File: config.mk
export PLATFORM = sky130hd
export DESIGN_NAME = serial_line_editor_queue
export DESIGN_NICKNAME = d
export VERILOG_FILES = /design/src/hw/rtl/sled_pkg.sv /design/src/hw/rtl/sled_front.sv /design/src/hw/rtl/sled_cmdq.sv /design/src/hw/rtl/sled_back.sv /design/src/hw/rtl/serial_line_editor_queue.sv
export SDC_FILE = /design/constraint.sdc
export NUM_CORES = 1
export LEC_CHECK = 0
export ABC_AREA = 0
export CAP_MARGIN = 30
export CORE_MARGIN = 3
export CORE_UTILIZATION = 55
export DETAILED_ROUTE_END_ITERATION = 10
export DONT_BUFFER_PORTS = 1
export PLACE_DENSITY = 0.66
export SYNTH_ARGS = -nofsm -noshare
export SYNTH_HDL_FRONTEND = slang
export SYNTH_HIERARCHICAL = 1
export SYNTH_SLANG_ARGS = --single-unit
export TNS_END_PERCENT = 20
File: constraint.sdc
create_clock -name clk -period 6.15 [get_ports clk]
set_input_delay 0 -clock clk [delete_from_list [all_inputs] [get_ports clk]]
set_output_delay 0 -clock clk [all_outputs]
set_load 0.01 [all_outputs]
File: src/hw/rtl/sled_pkg.sv
package sled_pkg;

    localparam int QUEUE_DEPTH_DEF = 64;
    localparam int CMDQ_DEPTH      = 2;

    localparam logic [1:0] MODE_RX    = 2'd0;
    localparam logic [1:0] MODE_READ  = 2'd1;
    localparam logic [1:0] MODE_UNGET = 2'd2;

    localparam logic [1:0] KIND_ECHO    = 2'd0;
    localparam logic [1:0] KIND_DELIVER = 2'd1;
    localparam logic [1:0] KIND_REFUSE  = 2'd2;

    localparam logic [7:0] BYTE_BS   = 8'h08;
    localparam logic [7:0] BYTE_LF   = 8'h0A;
    localparam logic [7:0] BYTE_CR   = 8'h0D;
    localparam logic [7:0] BYTE_SP   = 8'h20;
    localparam logic [7:0] CHAR_MASK = 8'h7F;

    typedef enum logic [2:0] {
        OP_REFUSE,
        OP_ECHO,
        OP_RUBOUT,
        OP_NEWLINE,
        OP_ECHO_DELIV,
        OP_DELIV
    } op_t;

    typedef struct packed {
        op_t        op;
        logic [7:0] echo_byte;
        logic [7:0] deliv_byte;
    } cmd_t;

    function automatic logic [1:0] op_len(input op_t op);
        logic [1:0] n;
        case (op)
            OP_RUBOUT:     n = 2'd3;
            OP_NEWLINE:    n = 2'd3;
            OP_ECHO_DELIV: n = 2'd2;
            default:       n = 2'd1;
        endcase
        return n;
    endfunction

endpackage

File: src/hw/rtl/sled_front.sv
module sled_front #(
    parameter int Depth = sled_pkg::QUEUE_DEPTH_DEF
) (
    input  logic              clk,
    input  logic              rst_n,
    input  logic              in_valid,
    output logic              in_ready,
    input  logic [1:0]        mode,
    input  logic [7:0]        in_byte,
    output logic              cmd_valid,
    input  logic              cmd_ready,
    output sled_pkg::cmd_t    cmd
);

    localparam int IdxW = (Depth > 1) ? $clog2(Depth) : 1;
    localparam int CntW = $clog2(Depth + 1);
    localparam logic [IdxW-1:0] LastIdx = IdxW'(Depth - 1);
    localparam logic [CntW-1:0] FullCnt = CntW'(Depth);
    localparam logic [CntW:0]   DepthW  = (CntW + 1)'(Depth);

    logic [7:0] mem [Depth];

    logic [IdxW-1:0] front_reg, front_next;
    logic [CntW-1:0] fill_reg, fill_next;
    logic            coll_reg, coll_next;
    logic            s1_valid_reg, s1_valid_next;
    sled_pkg::op_t   s1_op_reg, s1_op_next;
    logic [7:0]      s1_echo_reg;
    logic            s1_direct_reg, s1_direct_next;
    logic [7:0]      rd_data_reg;

    logic            accept;
    logic            emit;
    logic [7:0]      masked;
    logic [CntW:0]   tail_sum;
    logic [IdxW-1:0] tail_idx;
    logic [IdxW-1:0] front_inc;
    logic [IdxW-1:0] front_dec;
    logic [CntW-1:0] fill_inc;
    logic [CntW-1:0] fill_dec;
    logic            wr_en;
    logic [IdxW-1:0] wr_addr;
    logic [7:0]      wr_data;

    assign accept    = in_valid && in_ready;
    assign in_ready  = !s1_valid_reg || cmd_ready;
    assign cmd_valid = s1_valid_reg;
    assign cmd.op         = s1_op_reg;
    assign cmd.echo_byte  = s1_echo_reg;
    assign cmd.deliv_byte = s1_direct_reg ? sled_pkg::BYTE_CR : rd_data_reg;

    assign masked    = in_byte & sled_pkg::CHAR_MASK;
    assign tail_sum  = (CntW + 1)'(front_reg) + (CntW + 1)'(fill_reg);
    assign tail_idx  = (tail_sum >= DepthW) ? IdxW'(tail_sum - DepthW) : IdxW'(tail_sum);
    assign front_inc = (front_reg == LastIdx) ? '0 : front_reg + 1'b1;
    assign front_dec = (front_reg == '0) ? LastIdx : front_reg - 1'b1;
    assign fill_inc  = fill_reg + 1'b1;
    assign fill_dec  = fill_reg - 1'b1;

    always_comb
    begin
        front_next     = front_reg;
        fill_next      = fill_reg;
        coll_next      = coll_reg;
        wr_en          = 1'b0;
        wr_addr        = tail_idx;
        wr_data        = masked;
        emit           = 1'b0;
        s1_op_next     = sled_pkg::OP_REFUSE;
        s1_direct_next = 1'b0;
        if (accept)
        begin
            emit = 1'b1;
            case (mode)
                sled_pkg::MODE_RX:
                begin
                    if (!coll_reg)
                    begin
                        s1_op_next = sled_pkg::OP_REFUSE;
                    end
                    else if (masked == sled_pkg::BYTE_BS)
                    begin
                        if (fill_reg == '0)
                        begin
                            emit = 1'b0;
                        end
                        else
                        begin
                            s1_op_next = sled_pkg::OP_RUBOUT;
                            fill_next  = fill_dec;
                        end
                    end
                    else if (masked == sled_pkg::BYTE_CR)
                    begin
                        wr_en          = 1'b1;
                        coll_next      = 1'b0;
                        front_next     = front_inc;
                        s1_op_next     = sled_pkg::OP_NEWLINE;
                        s1_direct_next = (fill_reg == '0);
                    end
                    else
                    begin
                        wr_en = 1'b1;
                        if (fill_inc == FullCnt)
                        begin
                            coll_next  = 1'b0;
                            front_next = front_inc;
                            s1_op_next = sled_pkg::OP_ECHO_DELIV;
                        end
                        else
                        begin
                            fill_next  = fill_inc;
                            s1_op_next = sled_pkg::OP_ECHO;
                        end
                    end
                end
                sled_pkg::MODE_READ:
                begin
                    if (coll_reg)
                    begin
                        s1_op_next = sled_pkg::OP_REFUSE;
                    end
                    else if (fill_reg == '0)
                    begin
                        coll_next = 1'b1;
                        emit      = 1'b0;
                    end
                    else
                    begin
                        s1_op_next = sled_pkg::OP_DELIV;
                        front_next = front_inc;
                        fill_next  = fill_dec;
                    end
                end
                sled_pkg::MODE_UNGET:
                begin
                    if (coll_reg || (fill_reg == FullCnt))
                    begin
                        s1_op_next = sled_pkg::OP_REFUSE;
                    end
                    else
                    begin
                        wr_en      = 1'b1;
                        wr_addr    = front_dec;
                        wr_data    = in_byte;
                        front_next = front_dec;
                        fill_next  = fill_inc;
                        emit       = 1'b0;
                    end
                end
                default:
                begin
                    s1_op_next = sled_pkg::OP_REFUSE;
                end
            endcase
        end
    end

    always_comb
    begin
        s1_valid_next = s1_valid_reg;
        if (cmd_ready)
        begin
            s1_valid_next = 1'b0;
        end
        if (accept)
        begin
            s1_valid_next = emit;
        end
    end

    always_ff @(posedge clk or negedge rst_n)
    begin
        if (!rst_n)
        begin
            front_reg    <= '0;
            fill_reg     <= '0;
            coll_reg     <= 1'b0;
            s1_valid_reg <= 1'b0;
        end
        else
        begin
            front_reg    <= front_next;
            fill_reg     <= fill_next;
            coll_reg     <= coll_next;
            s1_valid_reg <= s1_valid_next;
        end
    end

    always_ff @(posedge clk)
    begin
        if (accept)
        begin
            s1_op_reg     <= s1_op_next;
            s1_echo_reg   <= masked;
            s1_direct_reg <= s1_direct_next;
        end
    end

    // read and write one port each; a same-address hit is served by the direct flag
    always_ff @(posedge clk)
    begin
        if (wr_en)
        begin
            mem[wr_addr] <= wr_data;
        end
        if (accept)
        begin
            rd_data_reg <= mem[front_reg];
        end
    end

endmodule

File: src/hw/rtl/sled_cmdq.sv
module sled_cmdq (
    input  logic           clk,
    input  logic           rst_n,
    input  logic           push_valid,
    output logic           push_ready,
    input  sled_pkg::cmd_t push_data,
    output logic           pop_valid,
    input  logic           pop_ready,
    output sled_pkg::cmd_t pop_data
);

    localparam int PtrW = (sled_pkg::CMDQ_DEPTH > 1) ? $clog2(sled_pkg::CMDQ_DEPTH) : 1;
    localparam int CntW = $clog2(sled_pkg::CMDQ_DEPTH + 1);
    localparam logic [PtrW-1:0] LastPtr = PtrW'(sled_pkg::CMDQ_DEPTH - 1);
    localparam logic [CntW-1:0] FullCnt = CntW'(sled_pkg::CMDQ_DEPTH);

    sled_pkg::cmd_t  entry_reg [sled_pkg::CMDQ_DEPTH];
    logic [PtrW-1:0] wr_ptr_reg, wr_ptr_next;
    logic [PtrW-1:0] rd_ptr_reg, rd_ptr_next;
    logic [CntW-1:0] cnt_reg, cnt_next;
    logic            do_push;
    logic            do_pop;

    assign push_ready = (cnt_reg != FullCnt);
    assign pop_valid  = (cnt_reg != '0);
    assign pop_data   = entry_reg[rd_ptr_reg];
    assign do_push    = push_valid && push_ready;
    assign do_pop     = pop_valid && pop_ready;

    always_comb
    begin
        wr_ptr_next = wr_ptr_reg;
        rd_ptr_next = rd_ptr_reg;
        cnt_next    = cnt_reg;
        if (do_push)
        begin
            wr_ptr_next = (wr_ptr_reg == LastPtr) ? '0 : wr_ptr_reg + 1'b1;
        end
        if (do_pop)
        begin
            rd_ptr_next = (rd_ptr_reg == LastPtr) ? '0 : rd_ptr_reg + 1'b1;
        end
        if (do_push && !do_pop)
        begin
            cnt_next = cnt_reg + 1'b1;
        end
        else if (do_pop && !do_push)
        begin
            cnt_next = cnt_reg - 1'b1;
        end
    end

    always_ff @(posedge clk or negedge rst_n)
    begin
        if (!rst_n)
        begin
            wr_ptr_reg <= '0;
            rd_ptr_reg <= '0;
            cnt_reg    <= '0;
        end
        else
        begin
            wr_ptr_reg <= wr_ptr_next;
            rd_ptr_reg <= rd_ptr_next;
            cnt_reg    <= cnt_next;
        end
    end

    always_ff @(posedge clk)
    begin
        if (do_push)
        begin
            entry_reg[wr_ptr_reg] <= push_data;
        end
    end

endmodule

File: src/hw/rtl/sled_back.sv
module sled_back (
    input  logic           clk,
    input  logic           rst_n,
    input  logic           cmd_valid,
    output logic           cmd_ready,
    input  sled_pkg::cmd_t cmd,
    output logic           out_valid,
    input  logic           out_ready,
    output logic [1:0]     out_kind,
    output logic [7:0]     out_byte,
    output logic           is_last
);

    logic [1:0] step_reg, step_next;
    logic       out_valid_reg, out_valid_next;
    logic [1:0] out_kind_reg, out_kind_next;
    logic [7:0] out_byte_reg, out_byte_next;
    logic       is_last_reg;
    logic       load;
    logic       last;

    assign load      = cmd_valid && (!out_valid_reg || out_ready);
    assign last      = (step_reg == (sled_pkg::op_len(cmd.op) - 2'd1));
    assign cmd_ready = load && last;

    assign out_valid = out_valid_reg;
    assign out_kind  = out_kind_reg;
    assign out_byte  = out_byte_reg;
    assign is_last   = is_last_reg;

    always_comb
    begin
        out_kind_next = sled_pkg::KIND_ECHO;
        out_byte_next = cmd.echo_byte;
        case (cmd.op)
            sled_pkg::OP_REFUSE:
            begin
                out_kind_next = sled_pkg::KIND_REFUSE;
                out_byte_next = '0;
            end
            sled_pkg::OP_ECHO:
            begin
                out_byte_next = cmd.echo_byte;
            end
            sled_pkg::OP_RUBOUT:
            begin
                out_byte_next = (step_reg == 2'd1) ? sled_pkg::BYTE_SP : sled_pkg::BYTE_BS;
            end
            sled_pkg::OP_NEWLINE:
            begin
                case (step_reg)
                    2'd0:    out_byte_next = sled_pkg::BYTE_CR;
                    2'd1:    out_byte_next = sled_pkg::BYTE_LF;
                    default:
                    begin
                        out_kind_next = sled_pkg::KIND_DELIVER;
                        out_byte_next = cmd.deliv_byte;
                    end
                endcase
            end
            sled_pkg::OP_ECHO_DELIV:
            begin
                if (step_reg != 2'd0)
                begin
                    out_kind_next = sled_pkg::KIND_DELIVER;
                    out_byte_next = cmd.deliv_byte;
                end
            end
            sled_pkg::OP_DELIV:
            begin
                out_kind_next = sled_pkg::KIND_DELIVER;
                out_byte_next = cmd.deliv_byte;
            end
            default:
            begin
                out_kind_next = sled_pkg::KIND_REFUSE;
                out_byte_next = '0;
            end
        endcase
    end

    always_comb
    begin
        step_next      = step_reg;
        out_valid_next = out_valid_reg;
        if (out_ready)
        begin
            out_valid_next = 1'b0;
        end
        if (load)
        begin
            out_valid_next = 1'b1;
            step_next      = last ? 2'd0 : step_reg + 2'd1;
        end
    end

    always_ff @(posedge clk or negedge rst_n)
    begin
        if (!rst_n)
        begin
            step_reg      <= '0;
            out_valid_reg <= 1'b0;
        end
        else
        begin
            step_reg      <= step_next;
            out_valid_reg <= out_valid_next;
        end
    end

    always_ff @(posedge clk)
    begin
        if (load)
        begin
            out_kind_reg <= out_kind_next;
            out_byte_reg <= out_byte_next;
            is_last_reg  <= last;
        end
    end

endmodule

File: src/hw/rtl/serial_line_editor_queue.sv
// Path: the first result of an item passes through the classify register (it loads on the
// accepting edge), then the command queue, then the output register; later results of the
// same item follow one per cycle while out_ready is held high.
// Throughput: one item per cycle on input while the command queue takes commands; output
// drains one result per cycle while out_ready is high, and an item yields 0 to 3 results.
// Reset: rst_n is asynchronous; it empties the line queue, the command queue and the
// output register and leaves the block not collecting. Stored characters are not cleared.
module serial_line_editor_queue #(
    parameter int QUEUE_DEPTH = sled_pkg::QUEUE_DEPTH_DEF
) (
    input  logic       clk,
    input  logic       rst_n,
    input  logic       in_valid,
    output logic       in_ready,
    input  logic [1:0] mode,
    input  logic [7:0] in_byte,
    output logic       out_valid,
    input  logic       out_ready,
    output logic [1:0] out_kind,
    output logic [7:0] out_byte,
    output logic       is_last
);

    logic           front_cmd_valid;
    logic           front_cmd_ready;
    sled_pkg::cmd_t front_cmd;
    logic           back_cmd_valid;
    logic           back_cmd_ready;
    sled_pkg::cmd_t back_cmd;

    sled_front #(
        .Depth(QUEUE_DEPTH)
    ) u_front (
        .clk       (clk),
        .rst_n     (rst_n),
        .in_valid  (in_valid),
        .in_ready  (in_ready),
        .mode      (mode),
        .in_byte   (in_byte),
        .cmd_valid (front_cmd_valid),
        .cmd_ready (front_cmd_ready),
        .cmd       (front_cmd)
    );

    sled_cmdq u_cmdq (
        .clk        (clk),
        .rst_n      (rst_n),
        .push_valid (front_cmd_valid),
        .push_ready (front_cmd_ready),
        .push_data  (front_cmd),
        .pop_valid  (back_cmd_valid),
        .pop_ready  (back_cmd_ready),
        .pop_data   (back_cmd)
    );

    sled_back u_back (
        .clk       (clk),
        .rst_n     (rst_n),
        .cmd_valid (back_cmd_valid),
        .cmd_ready (back_cmd_ready),
        .cmd       (back_cmd),
        .out_valid (out_valid),
        .out_ready (out_ready),
        .out_kind  (out_kind),
        .out_byte  (out_byte),
        .is_last   (is_last)
    );

`ifndef SYNTH
    a_refuse_alone: assert property (@(posedge clk) disable iff (!rst_n)
        (out_valid && (out_kind == sled_pkg::KIND_REFUSE)) |-> (is_last && (out_byte == 8'd0)))
        else $error("refusal not a single zero result");

    a_deliver_last: assert property (@(posedge clk) disable iff (!rst_n)
        (out_valid && (out_kind == sled_pkg::KIND_DELIVER)) |-> is_last)
        else $error("delivered character not the final result");

    a_echo_masked: assert property (@(posedge clk) disable iff (!rst_n)
        (out_valid && (out_kind == sled_pkg::KIND_ECHO)) |-> (!out_byte[7] && !is_last) ||
        (!out_byte[7]))
        else $error("echo byte has bit 7 set");

    a_cmd_handoff: assert property (@(posedge clk) disable iff (!rst_n)
        (back_cmd_valid && back_cmd_ready) |-> (out_valid == 1'b0 || out_ready))
        else $error("command retired while output stalled");
`endif

endmodule
==> impl_metrics.csv <==
group,metric,value,unit
run_status,status,"finished clean",
detailed_routing,initialDrtViolationCount,1456,
sta,fin_crit_sh,0.6782,
detailed_routing,route.detailed.drc,0,
cells_and_area,layout.core_utilization,0.6311,
cells_and_area,diodes,0,
synthesis,syn-cell-area,0.02501,mm^2
worst_hold_path,hp-start,"mode[1]",
cells_and_area,fillers,3040,
cells_and_area,nNetsFinal,1407,
sta,fin_crit,4.171,ns
die,row_count,77,
placement,placed_cells,1873,
die,die_h,219.2,um
die,dieArea,0.04807,mm^2
clock_network,path_clk_slew,0.07,ns
synthesis,synthCells,1293,
synthesis,synth_fp_nets,1328,
cells_and_area,drive_above_1_share,0.2665,
synthesis,synth_flop_cell,"edfxtp_1",
global_route,grt_pass1_vias,13080,
clock_network,postCtsSetupRepairBufs,0,
detailed_routing,wl,54070,um
sta,finalSetupTns,0,ns
setup_path,arrival,4.42,ns
detailed_routing,vias_per_cell,6.342,
cells_and_area,area_growth_syn_to_layout,12.57,%
setup_path,crit_path_start,"u_front/fill_reg[0]",
sta,hold_viol_final,0,
clock_network,hold_buffers,25,
synthesis,ys_warn_count,6,
global_route,gr-total-overflow,0,
synthesis,synth-seq-cells,602,
flow_run,max-cap-violations,0,
pwr,power_leakage,9.158,nW
placement,numPortBuffers,0,
placement,gp_congestion,0.8563,
global_route,grt_max_degree,111,
clock_network,insertion_delay,0.63,ns
sta,skew,0.02857,ns
sta,setup_viol,0,
pwr,cellPowerDensity,454.6,mW/mm^2
setup_path,worstPathRequired,6.40,ns
global_route,antenna_found_initial,1,
die,core-area,0.04461,mm^2
sta,relSlewSlack,0.3254,
sta,grt_setup_unrepaired,"false",
synthesis,synth_top_area_share,0.6964,
worst_hold_path,hp-class,"primary input to flop",
synthesis,async_flop_share,0.03654,
global_route,grt_usage,0.2337,
synthesis,synth_area_leaders,"edfxtp_1 (70%), mux4_2 (14%), dfrtp_1 (2.2%), nor3_1 (1.5%), mux2_2 (1.2%)",
clock_network,cts_root_buffer,"clkbuf_16",
cells_and_area,final_common_cell,"edfxtp_1",
cells_and_area,largest_register_ff_count,512,
die,die-width,219.2,um
global_route,grt_pass1_wl,83070,um
die,initial_core_util,0.5607,
synthesis,synth-seq-area-share,0.7184,
cells_and_area,finalNonFillerCells,2014,
detailed_routing,wl_per_cell,26.85,um
synthesis,yosysTopAreaCell,"edfxtp_1",
clock_network,cts_buffers,59,
cells_and_area,layout_common_cells,"edfxtp_1 (580), mux4_2 (155), nor3_1 (70), clkbuf_16 (60), nand2_1 (49)",
setup_path,crit_path_max_fanout,13,
detailed_routing,vias,12770,
clock_network,cts_tree,"yes",
setup_path,crit_type,"flop to flop",
synthesis,synth_cell_types,86,
clock_network,clkSinkCount,602,
sta,worstMarginPinSlew,1.006,ns
synthesis,synth.avg_cell_area,19.34,um^2
sta,fmax,239.8,MHz
clock_network,cts_resized,0,
placement,place_hpwl,32670,um
sta,slew_violations,0,
pwr,ir_drop,0.4848,mV
clock_network,clock_path_buffers,3,
sta,whs,0.08551,ns
setup_path,endpoint_kind,"flop",
clock_network,htreeDepth,2,
setup_path,worstReg2RegStart,"u_front/fill_reg[0]",
synthesis,synth_edf_count,580,
die,pin_count,27,
setup_path,startpoint_type,"flop",
detailed_routing,ant_nets,0,
detailed_routing,drt-pass1-iter-count,5,
==> report_power, final <==
group / leakage (nW) / switching (W) / internal, W
Clock: 0.933 / 0.00154 / 0.00205
Combinational: 2.66 / 0.00240 / 0.00166
Sequential: 5.56 / 0.000293 / 0.00486
Total: 9.16 / 0.00423 / 0.00857
==> worst paths after layout <==
kind	end	slack, ns	depth (start not counted)
worst max-delay path	u_front/mem[30][0]	1.98	7
worst min-delay path	u_front/front_reg[5]	0.09	6
worst max register to register	u_front/mem[30][0]	1.98	7
worst min register to register	u_cmdq/entry_reg[0][14]	0.45	0
max in group asynchronous	u_front/front_reg[1]	5.49	4
min in group asynchronous	u_front/front_reg[0]	0.47	4
==> final cells by class <==
cell class	count	area (um^2)	share of cell area
clock inverter	45	431.7	0.01533
tap	592	740.7	0.02631
clock buffer	66	1524	0.05413
sequential	602	17970	0.6385
timing repair buffer	92	868.3	0.03084
inverter	20	75.07	0.002667
multi-input combinational	597	6539	0.2323
==> per-stage QoR <==
step / cell area [um^2] / setup slack, ns / total power, W
floorplan: 25010 / 2.534 / 0.008285
global placement: 25640 / 1.797 / 0.009146
detailed placement: 25780 / 1.954 / 0.009213
CTS: 28130 / 1.957 / 0.01289
global route: 28150 / 1.770 / 0.01338
finish: 28150 / 1.979 / 0.01280
==> kinds of logic (layout without fill, tap and decap cells) <==
| logic type | Yosys count | after routing | synth area share |
|---|---|---|---|
| AO/OA/AOI/OAI | 126 | 126 | 0.03547 |
| other | 1 | 1 | 0.0001499 |
| flip-flops | 602 | 602 | 0.7184 |
| multiplexers | 194 | 194 | 0.1572 |
| adder cells (fa/ha/maj) | 21 | 21 | 0.01081 |
| XOR/XNOR | 15 | 15 | 0.005253 |
| AND/OR/NAND/NOR | 240 | 240 | 0.05133 |
| buffers and inverters | 94 | 223 | 0.02136 |
==> critical path: stages (launching register included) <==
cell	delay (ns)
dfrtp_1	0.61
inv_1	0.13
ha_1	0.23
and3_4	0.16
a2111o_1	0.71
o22ai_1	0.40
nand2_1	0.55
nor3_1	0.99
==> per-layer routing <==
metal,global-route usage,part of all wire,vias up
met1,0.3462,0.43,6705
met4,0.06135,0.023,0
met2,0.3685,0.48,498
li1,-,-,5484
met5,0,0,-
met3,0.03877,0.072,85
==> synth_stat cells, types with 6 or more instances <==
| library cell | number |
|---|---|
| nand2b_1 | 11 |
| buf_4 | 9 |
| a21oi_1 | 27 |
| buf_1 | 8 |
| and2_1 | 10 |
| nor3_1 | 74 |
| a21o_1 | 6 |
| buf_2 | 27 |
| buf_6 | 15 |
| a31oi_1 | 7 |
| nor2_1 | 26 |
| mux2_2 | 26 |
| clkbuf_1 | 14 |
| o22ai_1 | 7 |
| ha_1 | 20 |
| o21ai_0 | 23 |
| nand4_1 | 6 |
| and3_1 | 6 |
| inv_1 | 18 |
| dfrtp_1 | 22 |
| edfxtp_1 | 580 |
| mux2i_1 | 11 |
| xnor2_1 | 10 |
| nand2_1 | 49 |
| mux4_2 | 155 |
| nor2b_1 | 12 |
| nand3_1 | 14 |
Note: power is estimated with default switching activity, not from simulation.
